[src/hdl/sidc_pkg.sv]
// ----------------------------------------------------------------------------
// sidc_pkg
// Shared types and constants of the serial interface DMA controller.
// ----------------------------------------------------------------------------
`default_nettype none

package sidc_pkg;

    // Byte copies issued when one transfer completes.
    localparam int XFER_BYTES = 64;
    localparam int IDX_W      = (XFER_BYTES > 1) ? $clog2(XFER_BYTES) : 1;

    localparam int ADDR_W     = 12;
    localparam int DATA_W     = 32;
    localparam int DRAM_W     = 24;
    localparam int PIF_W      = 6;
    localparam int LAT_W      = 12;

    localparam int QUEUE_DEPTH = 4;
    localparam int QPTR_W      = $clog2(QUEUE_DEPTH);

    // Bus commands carried in the input tuser.
    localparam logic [1:0] CMD_WRITE = 2'd0;
    localparam logic [1:0] CMD_READ  = 2'd1;
    localparam logic [1:0] CMD_TICK  = 2'd2;

    // Register offsets, decoded from the low six address bits on writes.
    localparam logic [5:0] OFF_DRAM_ADDR = 6'h00;
    localparam logic [5:0] OFF_FROM_PIF  = 6'h04;
    localparam logic [5:0] OFF_TO_PIF    = 6'h10;
    localparam logic [5:0] OFF_STATUS    = 6'h18;

    // Reads match the full offset.
    localparam logic [ADDR_W-1:0] STATUS_ADDR = 12'h018;

    // Configuration register indexes.
    localparam logic CFG_LAT_TO_PIF   = 1'b0;
    localparam logic CFG_LAT_FROM_PIF = 1'b1;

    localparam logic [LAT_W-1:0] LAT_TO_PIF_RST   = 12'd192;
    localparam logic [LAT_W-1:0] LAT_FROM_PIF_RST = 12'd1500;

    localparam int STATUS_BUSY_BIT = 0;
    localparam int STATUS_IRQ_BIT  = 12;

    // One queued job: either a single response or a whole copy burst.
    typedef struct packed {
        logic              burst;
        logic [DATA_W-1:0] read_data;
        logic              to_pif;
        logic [DRAM_W-1:0] base;
        logic              irq;
    } t_job;

    // Output payload as seen on the master tdata.
    typedef struct packed {
        logic [6:0]        pad;
        logic              irq;
        logic              check;
        logic [PIF_W-1:0]  pif_index;
        logic [DRAM_W-1:0] dram_addr;
        logic              to_pif;
        logic [DATA_W-1:0] read_data;
    } t_out_data;

endpackage

`default_nettype wire

[src/hdl/sidc_front.sv]
// ----------------------------------------------------------------------------
// sidc_front
// Decodes bus items, holds the DMA state and queues the resulting jobs.
// ----------------------------------------------------------------------------
`default_nettype none

module sidc_front (
    input  logic                         i_clk,
    input  logic                         i_rst_n,
    input  logic                         i_valid,
    output logic                         o_ready,
    input  logic [1:0]                   i_command,
    input  logic [sidc_pkg::ADDR_W-1:0]  i_address,
    input  logic [sidc_pkg::DATA_W-1:0]  i_write_data,
    input  logic                         i_cfg_valid,
    output logic                         o_cfg_ready,
    input  logic                         i_cfg_index,
    input  logic [sidc_pkg::LAT_W-1:0]   i_cfg_data,
    input  logic                         i_q_full,
    output logic                         o_push,
    output sidc_pkg::t_job               o_job
);

    logic [sidc_pkg::LAT_W-1:0]  r_lat_to, n_lat_to;
    logic [sidc_pkg::LAT_W-1:0]  r_lat_from, n_lat_from;
    logic [sidc_pkg::DRAM_W-1:0] r_base, n_base;
    logic                        r_busy, n_busy;
    logic                        r_irq, n_irq;
    logic                        r_dir, n_dir;
    logic [sidc_pkg::LAT_W-1:0]  r_count, n_count;

    logic accept;

    assign o_ready     = !i_q_full;
    assign o_cfg_ready = 1'b1;
    assign accept      = i_valid && !i_q_full;
    assign o_push      = accept;

    always_comb begin
        n_lat_to   = r_lat_to;
        n_lat_from = r_lat_from;
        n_base     = r_base;
        n_busy     = r_busy;
        n_irq      = r_irq;
        n_dir      = r_dir;
        n_count    = r_count;
        o_job      = '0;

        if (i_cfg_valid) begin
            if (i_cfg_index == sidc_pkg::CFG_LAT_TO_PIF) begin
                n_lat_to = i_cfg_data;
            end else begin
                n_lat_from = i_cfg_data;
            end
        end

        if (accept) begin
            unique case (i_command)
                sidc_pkg::CMD_WRITE: begin
                    unique case (i_address[5:0])
                        sidc_pkg::OFF_DRAM_ADDR: begin
                            n_base = i_write_data[sidc_pkg::DRAM_W-1:0];
                        end
                        sidc_pkg::OFF_FROM_PIF: begin
                            if (!r_busy) begin
                                n_busy  = 1'b1;
                                n_dir   = 1'b0;
                                n_count = r_lat_from;
                            end
                        end
                        sidc_pkg::OFF_TO_PIF: begin
                            if (!r_busy) begin
                                n_busy  = 1'b1;
                                n_dir   = 1'b1;
                                n_count = r_lat_to;
                            end
                        end
                        sidc_pkg::OFF_STATUS: begin
                            n_irq = 1'b0;
                        end
                        default: begin
                        end
                    endcase
                end
                sidc_pkg::CMD_READ: begin
                    if (i_address == sidc_pkg::STATUS_ADDR) begin
                        o_job.read_data[sidc_pkg::STATUS_BUSY_BIT] = r_busy;
                        o_job.read_data[sidc_pkg::STATUS_IRQ_BIT]  = r_irq;
                    end
                end
                sidc_pkg::CMD_TICK: begin
                    if (r_busy) begin
                        if (r_count <= sidc_pkg::LAT_W'(1)) begin
                            // Completion: the burst uses the base held right now.
                            n_count      = '0;
                            n_busy       = 1'b0;
                            n_irq        = 1'b1;
                            o_job.burst  = 1'b1;
                            o_job.to_pif = r_dir;
                            o_job.base   = r_base;
                        end else begin
                            n_count = r_count - sidc_pkg::LAT_W'(1);
                        end
                    end
                end
                default: begin
                end
            endcase
            o_job.irq = n_irq;
        end
    end

    always_ff @(posedge i_clk) begin
        if (!i_rst_n) begin
            r_lat_to   <= sidc_pkg::LAT_TO_PIF_RST;
            r_lat_from <= sidc_pkg::LAT_FROM_PIF_RST;
            r_base     <= '0;
            r_busy     <= 1'b0;
            r_irq      <= 1'b0;
            r_dir      <= 1'b0;
            r_count    <= '0;
        end else begin
            r_lat_to   <= n_lat_to;
            r_lat_from <= n_lat_from;
            r_base     <= n_base;
            r_busy     <= n_busy;
            r_irq      <= n_irq;
            r_dir      <= n_dir;
            r_count    <= n_count;
        end
    end

endmodule

`default_nettype wire

[src/hdl/sidc_queue.sv]
// ----------------------------------------------------------------------------
// sidc_queue
// Short job queue between the decode front and the result back end.
// ----------------------------------------------------------------------------
`default_nettype none

module sidc_queue (
    input  logic           i_clk,
    input  logic           i_rst_n,
    input  logic           i_push,
    input  sidc_pkg::t_job i_job,
    output logic           o_full,
    input  logic           i_pop,
    output logic           o_empty,
    output sidc_pkg::t_job o_head
);

    sidc_pkg::t_job r_mem [sidc_pkg::QUEUE_DEPTH];

    logic [sidc_pkg::QPTR_W-1:0] r_wr, n_wr;
    logic [sidc_pkg::QPTR_W-1:0] r_rd, n_rd;
    logic [sidc_pkg::QPTR_W:0]   r_cnt, n_cnt;

    assign o_full  = (r_cnt == (sidc_pkg::QPTR_W+1)'(sidc_pkg::QUEUE_DEPTH));
    assign o_empty = (r_cnt == '0);
    assign o_head  = r_mem[r_rd];

    always_comb begin
        n_wr  = r_wr;
        n_rd  = r_rd;
        n_cnt = r_cnt;
        if (i_push) begin
            n_wr = r_wr + sidc_pkg::QPTR_W'(1);
        end
        if (i_pop) begin
            n_rd = r_rd + sidc_pkg::QPTR_W'(1);
        end
        if (i_push && !i_pop) begin
            n_cnt = r_cnt + (sidc_pkg::QPTR_W+1)'(1);
        end else if (!i_push && i_pop) begin
            n_cnt = r_cnt - (sidc_pkg::QPTR_W+1)'(1);
        end
    end

    always_ff @(posedge i_clk) begin
        if (i_push) begin
            r_mem[r_wr] <= i_job;
        end
    end

    always_ff @(posedge i_clk) begin
        if (!i_rst_n) begin
            r_wr  <= '0;
            r_rd  <= '0;
            r_cnt <= '0;
        end else begin
            r_wr  <= n_wr;
            r_rd  <= n_rd;
            r_cnt <= n_cnt;
        end
    end

endmodule

`default_nettype wire

[src/hdl/sidc_back.sv]
// ----------------------------------------------------------------------------
// sidc_back
// Turns queued jobs into result items: one response, or a byte copy burst.
// ----------------------------------------------------------------------------
`default_nettype none

module sidc_back (
    input  logic                i_clk,
    input  logic                i_rst_n,
    input  logic                i_empty,
    input  sidc_pkg::t_job      i_head,
    output logic                o_pop,
    output logic                o_valid,
    input  logic                i_ready,
    output logic                o_kind,
    output logic                o_last,
    output sidc_pkg::t_out_data o_data
);

    logic [sidc_pkg::IDX_W-1:0] r_idx, n_idx;
    logic                       r_valid, n_valid;
    logic                       r_kind, n_kind;
    logic                       r_last, n_last;
    sidc_pkg::t_out_data        r_data, n_data;

    logic load;
    logic burst_end;

    // The output register takes a new item whenever it is empty or being drained.
    assign load      = !i_empty && (!r_valid || i_ready);
    assign burst_end = (r_idx == sidc_pkg::IDX_W'(sidc_pkg::XFER_BYTES - 1));

    always_comb begin
        n_idx   = r_idx;
        n_valid = r_valid && !i_ready;
        n_kind  = r_kind;
        n_last  = r_last;
        n_data  = r_data;
        o_pop   = 1'b0;

        if (load) begin
            n_valid = 1'b1;
            n_data  = '0;
            n_data.irq = i_head.irq;
            if (i_head.burst) begin
                n_kind           = 1'b1;
                n_last           = burst_end;
                n_data.to_pif    = i_head.to_pif;
                n_data.dram_addr = i_head.base + sidc_pkg::DRAM_W'(r_idx);
                n_data.pif_index = sidc_pkg::PIF_W'(r_idx);
                n_data.check     = burst_end && i_head.to_pif;
                if (burst_end) begin
                    o_pop = 1'b1;
                    n_idx = '0;
                end else begin
                    n_idx = r_idx + sidc_pkg::IDX_W'(1);
                end
            end else begin
                n_kind           = 1'b0;
                n_last           = 1'b1;
                n_data.read_data = i_head.read_data;
                o_pop            = 1'b1;
            end
        end
    end

    always_ff @(posedge i_clk) begin
        if (!i_rst_n) begin
            r_idx   <= '0;
            r_valid <= 1'b0;
        end else begin
            r_idx   <= n_idx;
            r_valid <= n_valid;
        end
    end

    always_ff @(posedge i_clk) begin
        r_kind <= n_kind;
        r_last <= n_last;
        r_data <= n_data;
    end

    assign o_valid = r_valid;
    assign o_kind  = r_kind;
    assign o_last  = r_last;
    assign o_data  = r_data;

endmodule

`default_nettype wire

[src/hdl/serial_interface_dma_controller.sv]
// ----------------------------------------------------------------------------
// serial_interface_dma_controller
// Serial interface DMA register block with latency countdown and byte copies.
//
// Channel   Direction  Handshake                  Contents
// s_axis    in         i_s_tvalid / o_s_tready    tuser command, tdata access
// m_axis    out        o_m_tvalid / i_m_tready    tuser kind, tlast, tdata result
// cfg       in         i_cfg_valid / o_cfg_ready  i_cfg_index, i_cfg_data
//
// Each input item is decoded in the cycle it is accepted; one item per cycle unless the job queue is full.
// A response passes through the job queue and the output register; a completing
// tick yields 64 copy items, one per cycle while i_m_tready holds, paced by the
// back end burst counter. A four-entry job queue parts decode from output; input stalls only when full.
// Reset is synchronous and active low; there is no clearing pass.
// ----------------------------------------------------------------------------
`default_nettype none

module serial_interface_dma_controller (
    input  logic        i_clk,
    input  logic        i_rst_n,
    input  logic        i_s_tvalid,
    output logic        o_s_tready,
    // tuser: command[1:0]
    input  logic [1:0]  i_s_tuser,
    // tdata: address[11:0], write_data[43:12], zero[47:44]
    input  logic [47:0] i_s_tdata,
    output logic        o_m_tvalid,
    input  logic        i_m_tready,
    // tuser: kind[0]
    output logic        o_m_tuser,
    output logic        o_m_tlast,
    // tdata: read_data[31:0], copy_to_pif[32], dram_byte_address[56:33],
    //        pif_index[62:57], pif_command_check[63], irq[64], zero[71:65]
    output logic [71:0] o_m_tdata,
    input  logic        i_cfg_valid,
    output logic        o_cfg_ready,
    input  logic        i_cfg_index,
    input  logic [11:0] i_cfg_data
);

    logic                push;
    logic                pop;
    logic                q_full;
    logic                q_empty;
    sidc_pkg::t_job      job;
    sidc_pkg::t_job      head;
    sidc_pkg::t_out_data out_data;

    sidc_front u_front (
        .i_clk        (i_clk),
        .i_rst_n      (i_rst_n),
        .i_valid      (i_s_tvalid),
        .o_ready      (o_s_tready),
        .i_command    (i_s_tuser),
        .i_address    (i_s_tdata[11:0]),
        .i_write_data (i_s_tdata[43:12]),
        .i_cfg_valid  (i_cfg_valid),
        .o_cfg_ready  (o_cfg_ready),
        .i_cfg_index  (i_cfg_index),
        .i_cfg_data   (i_cfg_data),
        .i_q_full     (q_full),
        .o_push       (push),
        .o_job        (job)
    );

    sidc_queue u_queue (
        .i_clk   (i_clk),
        .i_rst_n (i_rst_n),
        .i_push  (push),
        .i_job   (job),
        .o_full  (q_full),
        .i_pop   (pop),
        .o_empty (q_empty),
        .o_head  (head)
    );

    sidc_back u_back (
        .i_clk   (i_clk),
        .i_rst_n (i_rst_n),
        .i_empty (q_empty),
        .i_head  (head),
        .o_pop   (pop),
        .o_valid (o_m_tvalid),
        .i_ready (i_m_tready),
        .o_kind  (o_m_tuser),
        .o_last  (o_m_tlast),
        .o_data  (out_data)
    );

    assign o_m_tdata = out_data;

endmodule

`default_nettype wire
[config.mk]
export PLATFORM = sky130hd
export DESIGN_NAME = serial_interface_dma_controller
export DESIGN_NICKNAME = d
export VERILOG_FILES = /design/src/hdl/sidc_pkg.sv /design/src/hdl/sidc_front.sv /design/src/hdl/sidc_queue.sv /design/src/hdl/sidc_back.sv /design/src/hdl/serial_interface_dma_controller.sv
export SDC_FILE = /design/constraint.sdc
export NUM_CORES = 1
export LEC_CHECK = 0
export BUFFER_PORTS_ARGS = -buffer_cell sky130_fd_sc_hd__buf_2
export CELL_PAD_IN_SITES_DETAIL_PLACEMENT = 2
export CELL_PAD_IN_SITES_GLOBAL_PLACEMENT = 2
export CORE_ASPECT_RATIO = 1.1
export CORE_MARGIN = 8
export CORE_UTILIZATION = 25
export CTS_CLUSTER_SIZE = 40
export DETAILED_ROUTE_END_ITERATION = 10
export HOLD_SLACK_MARGIN = 0.06
export PLACE_DENSITY = 0.66
export SLEW_MARGIN = 15
export SYNTH_ARGS = -nofsm -noshare
export SYNTH_HDL_FRONTEND = slang
export SYNTH_SLANG_ARGS = --single-unit
[constraint.sdc]
create_clock -name i_clk -period 4.5 [get_ports i_clk]
set_input_delay 0.225 -clock i_clk [delete_from_list [all_inputs] [get_ports i_clk]]
set_output_delay 0.225 -clock i_clk [all_outputs]
set_load 0.1 [all_outputs]
# ---- Yosys cells after proc, flatten, opt, wreduce, memory -nomap -nowiden
# Memory sizes are Yosys's and may differ from the RTL's. A register that Yosys moved wholly into a read port is not among the register bits.
# Cells that the tools add are included.
dict set report word_totals {
  regBits 144
  word_cells 114
  inputBits 68
  latch_bits 0
  mem_bits_ro 0
  output_inout_bits 77
  mem_bits_rw 116
  memories 1
}
# memory depth word_bits rd rd_ports_with_merged_regs wr line
set mem_list {}
lappend mem_list {u_queue.r_mem 4 29 1 1 1 sidc_queue.sv:18} ;# sidc_pkg::t_job r_mem [sidc_pkg::QUEUE_DEPTH];
dict set report classes {
  order_cmp 1
  multipliers 0
  reduce_logical 27
  addsub 7
  muxes 42
  n_div 0
  n_bitwise 1
  n_shift 0
  eq_ne 15
}
# cell count
set op_table {}
lappend op_table {{25-bit 2-to-1 mux} 3}
lappend op_table {{12-bit 2-to-1 mux} 4}
lappend op_table {{12-bit one-hot mux with 2 select lines} 2}
lappend op_table {{27-bit 2-to-1 mux} 1}
lappend op_table {{24-bit by 6-bit adder with 24-bit output} 1}
lappend op_table {{1-bit 2-to-1 mux} 24}
lappend op_table {{12-bit by 5-bit equality test with 1-bit output, second input constant} 1}
lappend op_table {{6-bit by 5-bit equality test with 1-bit output, second input constant} 2}
lappend op_table {{12-bit by 1-bit less-or-equal comparator with 1-bit output, second input constant} 1}
lappend op_table {{12-bit by 1-bit subtractor with 12-bit output, second input constant} 1}
lappend op_table {{6-bit by 1-bit adder with 6-bit output, second input constant} 1}
lappend op_table {{6-bit by 3-bit equality test with 1-bit output, second input constant} 1}
lappend op_table {{6-bit equality test, second input constant} 1}
lappend op_table {{1-bit logical AND} 6}
lappend op_table {{1-bit logical NOT} 6}
lappend op_table {{6-bit logical NOT} 1}
lappend op_table {{3-bit 2-to-1 mux} 2}
lappend op_table {{6-bit 2-to-1 mux} 1}
lappend op_table {{2-bit != test, second input constant} 3}
lappend op_table {{3-bit != test, second input constant} 2}
lappend op_table {{1-bit one-hot mux with 2 select lines} 3}
lappend op_table {{2-bit AND reduction} 3}
lappend op_table {{3-bit AND reduction} 2}
lappend op_table {{6-bit AND reduction} 1}
lappend op_table {{16 further kinds} 20}

# ---- Logic depth before layout (Yosys ltp)
dict set report logic_depth {
  ltp_word 7
  ltp_mapped 13
  mapped_depth_nobuf 12
}

# ---- Modules after synthesis
# From an unflattened synthesis, not the netlist that was laid out.
dict set report hier_totals {
  hier_cells 1055
  area_unflattened_um2 15815.2
}
# mod area_per_inst_um2 seq_area_each_um2 n_inst cells_per_inst
set modules_own_cells {}
lappend modules_own_cells {sidc_queue 8972.4 7267.0 1 352}
lappend modules_own_cells {sidc_back 3598.5 2152.1 1 285}
lappend modules_own_cells {sidc_front 3244.4 1261.2 1 418}

# ---- Least setup slack after synthesis
# OpenSTA, ideal clock, no wires.
dict set report synth_path {
  kind {flip-flop to flip-flop}
  from {register u_back.r_valid (netlist: u_back.o_valid)}
  to {register u_queue.r_cnt[2] (netlist name)}
  setup_time_ns 0.076
  slack_ns 0.375
  path_stages_with_launch 9
  path_buffers 0
  required_ns 4.424
  synth_period_minus_slack_ns 4.125
  arrival_time_ns 4.049
  cell_sequence {dfxtp_1 > a21oi_1 > nand2_1 > ha_1 > inv_1 > fa_1 > xor2_1 > or3_1 > a21boi_0}
}
dict set report synth_via {
  elab_chain_cells 7
  elab_cells_between_ends 9
  classes_between {mux (2); reduce/logical (7)}
}
# element line
set synth_rtl {}
lappend synth_rtl {{start: declaration} sidc_back.sv:21} ;# logic r_valid, n_valid;
lappend synth_rtl {{start signal: assignment} sidc_back.sv:73} ;# r_valid <= n_valid;
lappend synth_rtl {{1-bit logical NOT *} sidc_back.sv:30} ;# assign load = !i_empty && (!r_valid || i_ready);
lappend synth_rtl {{1-bit logical OR *} sidc_back.sv:30}
lappend synth_rtl {{1-bit logical AND *} sidc_back.sv:30}
lappend synth_rtl {{named net u_back.load} sidc_back.sv:26} ;# logic load;
lappend synth_rtl {{1-bit 2-to-1 mux *} sidc_back.sv:41} ;# if (load) begin
lappend synth_rtl {{1-bit logical NOT} sidc_queue.sv:38} ;# if (i_push && !i_pop) begin
lappend synth_rtl {{1-bit logical AND} sidc_queue.sv:38}
lappend synth_rtl {{3-bit 2-to-1 mux or 2-bit nonzero test (tied branches)} n/a}
lappend synth_rtl {{end signal: assignment} sidc_queue.sv:59} ;# r_cnt <= n_cnt;
lappend synth_rtl {{end: declaration} sidc_queue.sv:22} ;# logic [sidc_pkg::QPTR_W:0] r_cnt, n_cnt;
# The timed path passes the listed nets; every way through them passes the cells marked *.
# A chain may end at the register's enable or synchronous reset.

==> impl_metrics.env <==
export IMPL_htree_num_levels=1
export IMPL_tightest_slew_ns=1.07
export IMPL_worst_path_buf_inv=0
export IMPL_syn_cell_area_um2=10400
export IMPL_max_freq_mhz=298
export IMPL_finalMaxSlewViolations=0
export IMPL_yosys_top_cells_area="edfxtp_1 (44%), dfxtp_1 (15%), mux4_2 (5.4%)"
export IMPL_period_share=0.745
export IMPL_finalSetupTns_ns=0
export IMPL_critical_path_endpoint="u_back.o_data[56]"
export IMPL_diodes=0
export IMPL_dpl_hpwl_um=18900
export IMPL_rows=78
export IMPL_root_buffer="clkbuf_16"
export IMPL_final_nets=1051
export IMPL_io_pin_count=145
export IMPL_numCtsBuffers=25
export IMPL_crit_family="simple AND/OR/NAND/NOR gates"
export IMPL_synth_cells=841
export IMPL_ys_flop_type="edfxtp_1"
export IMPL_yosysTopAreaCell="edfxtp_1"
export IMPL_critPathRequiredTime_ns=4.86
export IMPL_startpoint_type="register"
export IMPL_synth_top_family_by_area="simple AND/OR/NAND/NOR gates"
export IMPL_synth_cell_types=71
export IMPL_crit_slowest_cell="dfxtp_2"
export IMPL_final_cell_mix="edfxtp_1 (153), nand2_1 (127), buf_2 (94), dfxtp_1 (78), and2_1 (47)"
export IMPL_vias=6836
export IMPL_grt_antenna_before_repair=0
export IMPL_numClockSinks=232
export IMPL_min_path_type="in -> reg"
export IMPL_worst_skew_pair_late_latency_ns=0.54
export IMPL_fin_crit_ns=3.35
export IMPL_area_growth_pct=19.8
export IMPL_floorplan_initialDensity=0.253
export IMPL_track_usage=0.113
export IMPL_gr_total_overflow=0
export IMPL_drc_errors=0
export IMPL_ys_seq_area_frac=0.594
export IMPL_firstDrtPassIters=4
export IMPL_arrival_ns=3.71
export IMPL_synth_top_area_frac=0.442
export IMPL_grt_max_degree=42
export IMPL_clk_pin_slew_worst_paths_ns=0.06
export IMPL_critPathMaxStageDelay_ns=0.65
export IMPL_tritoncts="yes"
export IMPL_setup_viol=0
export IMPL_via_per_inst=4.42
export IMPL_critPathCaptureType="register"
export IMPL_async_reset_ff_frac=0
export IMPL_grt_pass1_vias=7613
export IMPL_leakage_nw=4.36
export IMPL_drt_wl_total_um=27300
export IMPL_final_cell_area_um2=12400
export IMPL_post_place_ws_ns=1.12
export IMPL_core_um2=41100
export IMPL_die_area_um2=48300
export IMPL_critPathMaxFanout=15
export IMPL_max_cap_violations=0
export IMPL_ant_nets=0
export IMPL_synthAdderAreaFrac=0.0207
export IMPL_die_x_um=210
export IMPL_hold_viol=0
export IMPL_worstPathCellList="mux4_2 > ha_1 > o21ai_0 > nor3_2 > o2111ai_4 > or4_1 > a21oi_1"
export IMPL_ys_warn_count=0
export IMPL_p_per_area_nw_per_um2=607
export IMPL_io_buffers=94
export IMPL_dpl_cell_area_um2=11300
export IMPL_synth_compound_area_frac=0.110
export IMPL_drive_above_1_share=0.189
export IMPL_routabilityCongestion=0.755
export IMPL_syn_area_per_cell_um2=12.4
export IMPL_crit_type="reg -> reg"
export IMPL_slew_headroom=0.282
export IMPL_wl_per_cell_um=17.7
export IMPL_r2r_slack_ns=1.15
export IMPL_ys_ff_latch=232
export IMPL_rsz0062_at_grt="false"
export IMPL_drtIter0Drc=189
export IMPL_worst_slack_ns=1.15
export IMPL_synthSimpleGateAreaFrac=0.139
export IMPL_final_common_cell="edfxtp_1"
export IMPL_run_status="complete, no violations"
export IMPL_grt_pass1_wl_um=43900
export IMPL_cp_depth=7
export IMPL_rr_endpoint="u_back.o_data[56]"
export IMPL_cts_buffer_depth=3
export IMPL_synth_edf_count=153
export IMPL_synth_mux_area_frac=0.0737
export IMPL_num_fill_cells=4415
export IMPL_skew_ns=0.0321
export IMPL_r2r_cells=7
export IMPL_die_h_um=230
export IMPL_max_vdd_ir_drop_v=0.000235
export IMPL_synthXorXnorAreaFrac=0.0118
## per-stage QoR
step	hold slack, ns	power [mW]	instances	utilization
5_1_grt	0.142	7.93	1545	0.303
4_1_cts	0.0867	7.70	1545	0.303
6_report	0.112	7.56	1545	0.303
3_3_place_gp	0.436	5.66	1462	0.276
3_5_place_dp	0.447	5.71	1462	0.276
2_1_floorplan	0.349	5.18	877	-
## repair_timing
action	CTS	global route
buffers inserted	0	0
setup endpoints to repair	0	0
hold buffers	38	0
gates resized for setup	0	0
hold endpoints to repair	50	0
## how the worst min path moves through the flow
| stage | from | to | slack [ns] | depth (start not counted) |
|---|---|---|---|---|
| floorplan | i_cfg_data[10] | u_front.r_lat_from[10] | 0.35 | 2 |
| global placement | u_front.r_base[0] | u_front.r_base[0] | 0.44 | 2 |
| detailed placement | u_front.r_base[3] | u_front.r_base[3] | 0.45 | 2 |
| CTS | i_s_tdata[4] | u_front.r_dir | 0.09 | 3 |
| global route | i_s_tdata[4] | u_front.r_dir | 0.14 | 3 |
| finish | i_s_tdata[4] | u_front.r_dir | 0.11 | 3 |
## cell type report
cell class                 count  area [um^2]  area share
inverter                      13         48.8     0.00392
clock buffer                  33          656      0.0527
multi-input combinational    554         3860       0.310
clock inverter                12         88.8     0.00714
sequential                   232         6180       0.496
tap                          560          701      0.0563
timing repair buffer         141          918      0.0738
## cell families after synthesis
family	Yosys count
simple gates	287
flops	232
compound gates	159
buf+inv	91
mux	40
fa+ha+maj	16
xor+xnor	14
other cells	2
## metal layers
metal  wire length (um)  vias up  share of wire  track usage
met5                  0        -              0            0
met4                653        0          0.024       0.0368
met3                996       39          0.036       0.0189
met2              13900      115           0.51        0.204
met1              11800     3399           0.43        0.133
li1                   -     3283              -            -
## power breakdown
part,internal [mW],switching (mW)
clock,1.08,0.840
combinational,0.590,2.20
sequential,2.70,0.149
## sequential cells by signal, summed over array words and instances, names as in the netlist, named ones only
signal	flops
u_back.o_data	35
u_back.o_kind	1
u_back.o_last	1
u_back.o_valid	1
u_back.r_idx	6
u_front.r_base	24
u_front.r_busy	1
u_front.r_count	12
u_front.r_dir	1
u_front.r_irq	1
u_front.r_lat_from	12
u_front.r_lat_to	12
u_queue.r_cnt	3
u_queue.r_mem	116
u_queue.r_rd	2
u_queue.r_wr	2
## Yosys cell counts (3+ instances only)
library cell,number
inv_1,11
o21ai_0,26
nand2_1,127
o31ai_1,12
nor4_1,4
buf_4,39
buf_2,6
nand3_1,24
nor2b_1,7
xor2_1,7
mux4_1,3
edfxtp_1,153
o2bb2ai_1,3
nand2b_1,3
a21boi_0,28
nor2_1,17
a21o_1,3
mux2i_1,9
nor3_1,17
a32o_1,4
and2_1,47
xnor2_1,7
a21oi_1,22
mux4_2,25
a21boi_1,23
and3_1,7
clkbuf_1,30
dfxtp_1,79
or3_1,9
o211ai_1,3
o21bai_1,3
ha_1,14
a211oi_1,8
nand4_1,5
or4_1,8
## worst register-to-register path, cell delays in order, from the launching register on
cell and delay [ns]:
dfxtp_2 0.65, mux4_2 0.61, ha_1 0.36, o21ai_0 0.19, nor3_2 0.49, o2111ai_4 0.21, or4_1 0.50, a21oi_1 0.17
Note: power is estimated with default switching activity, not from simulation.
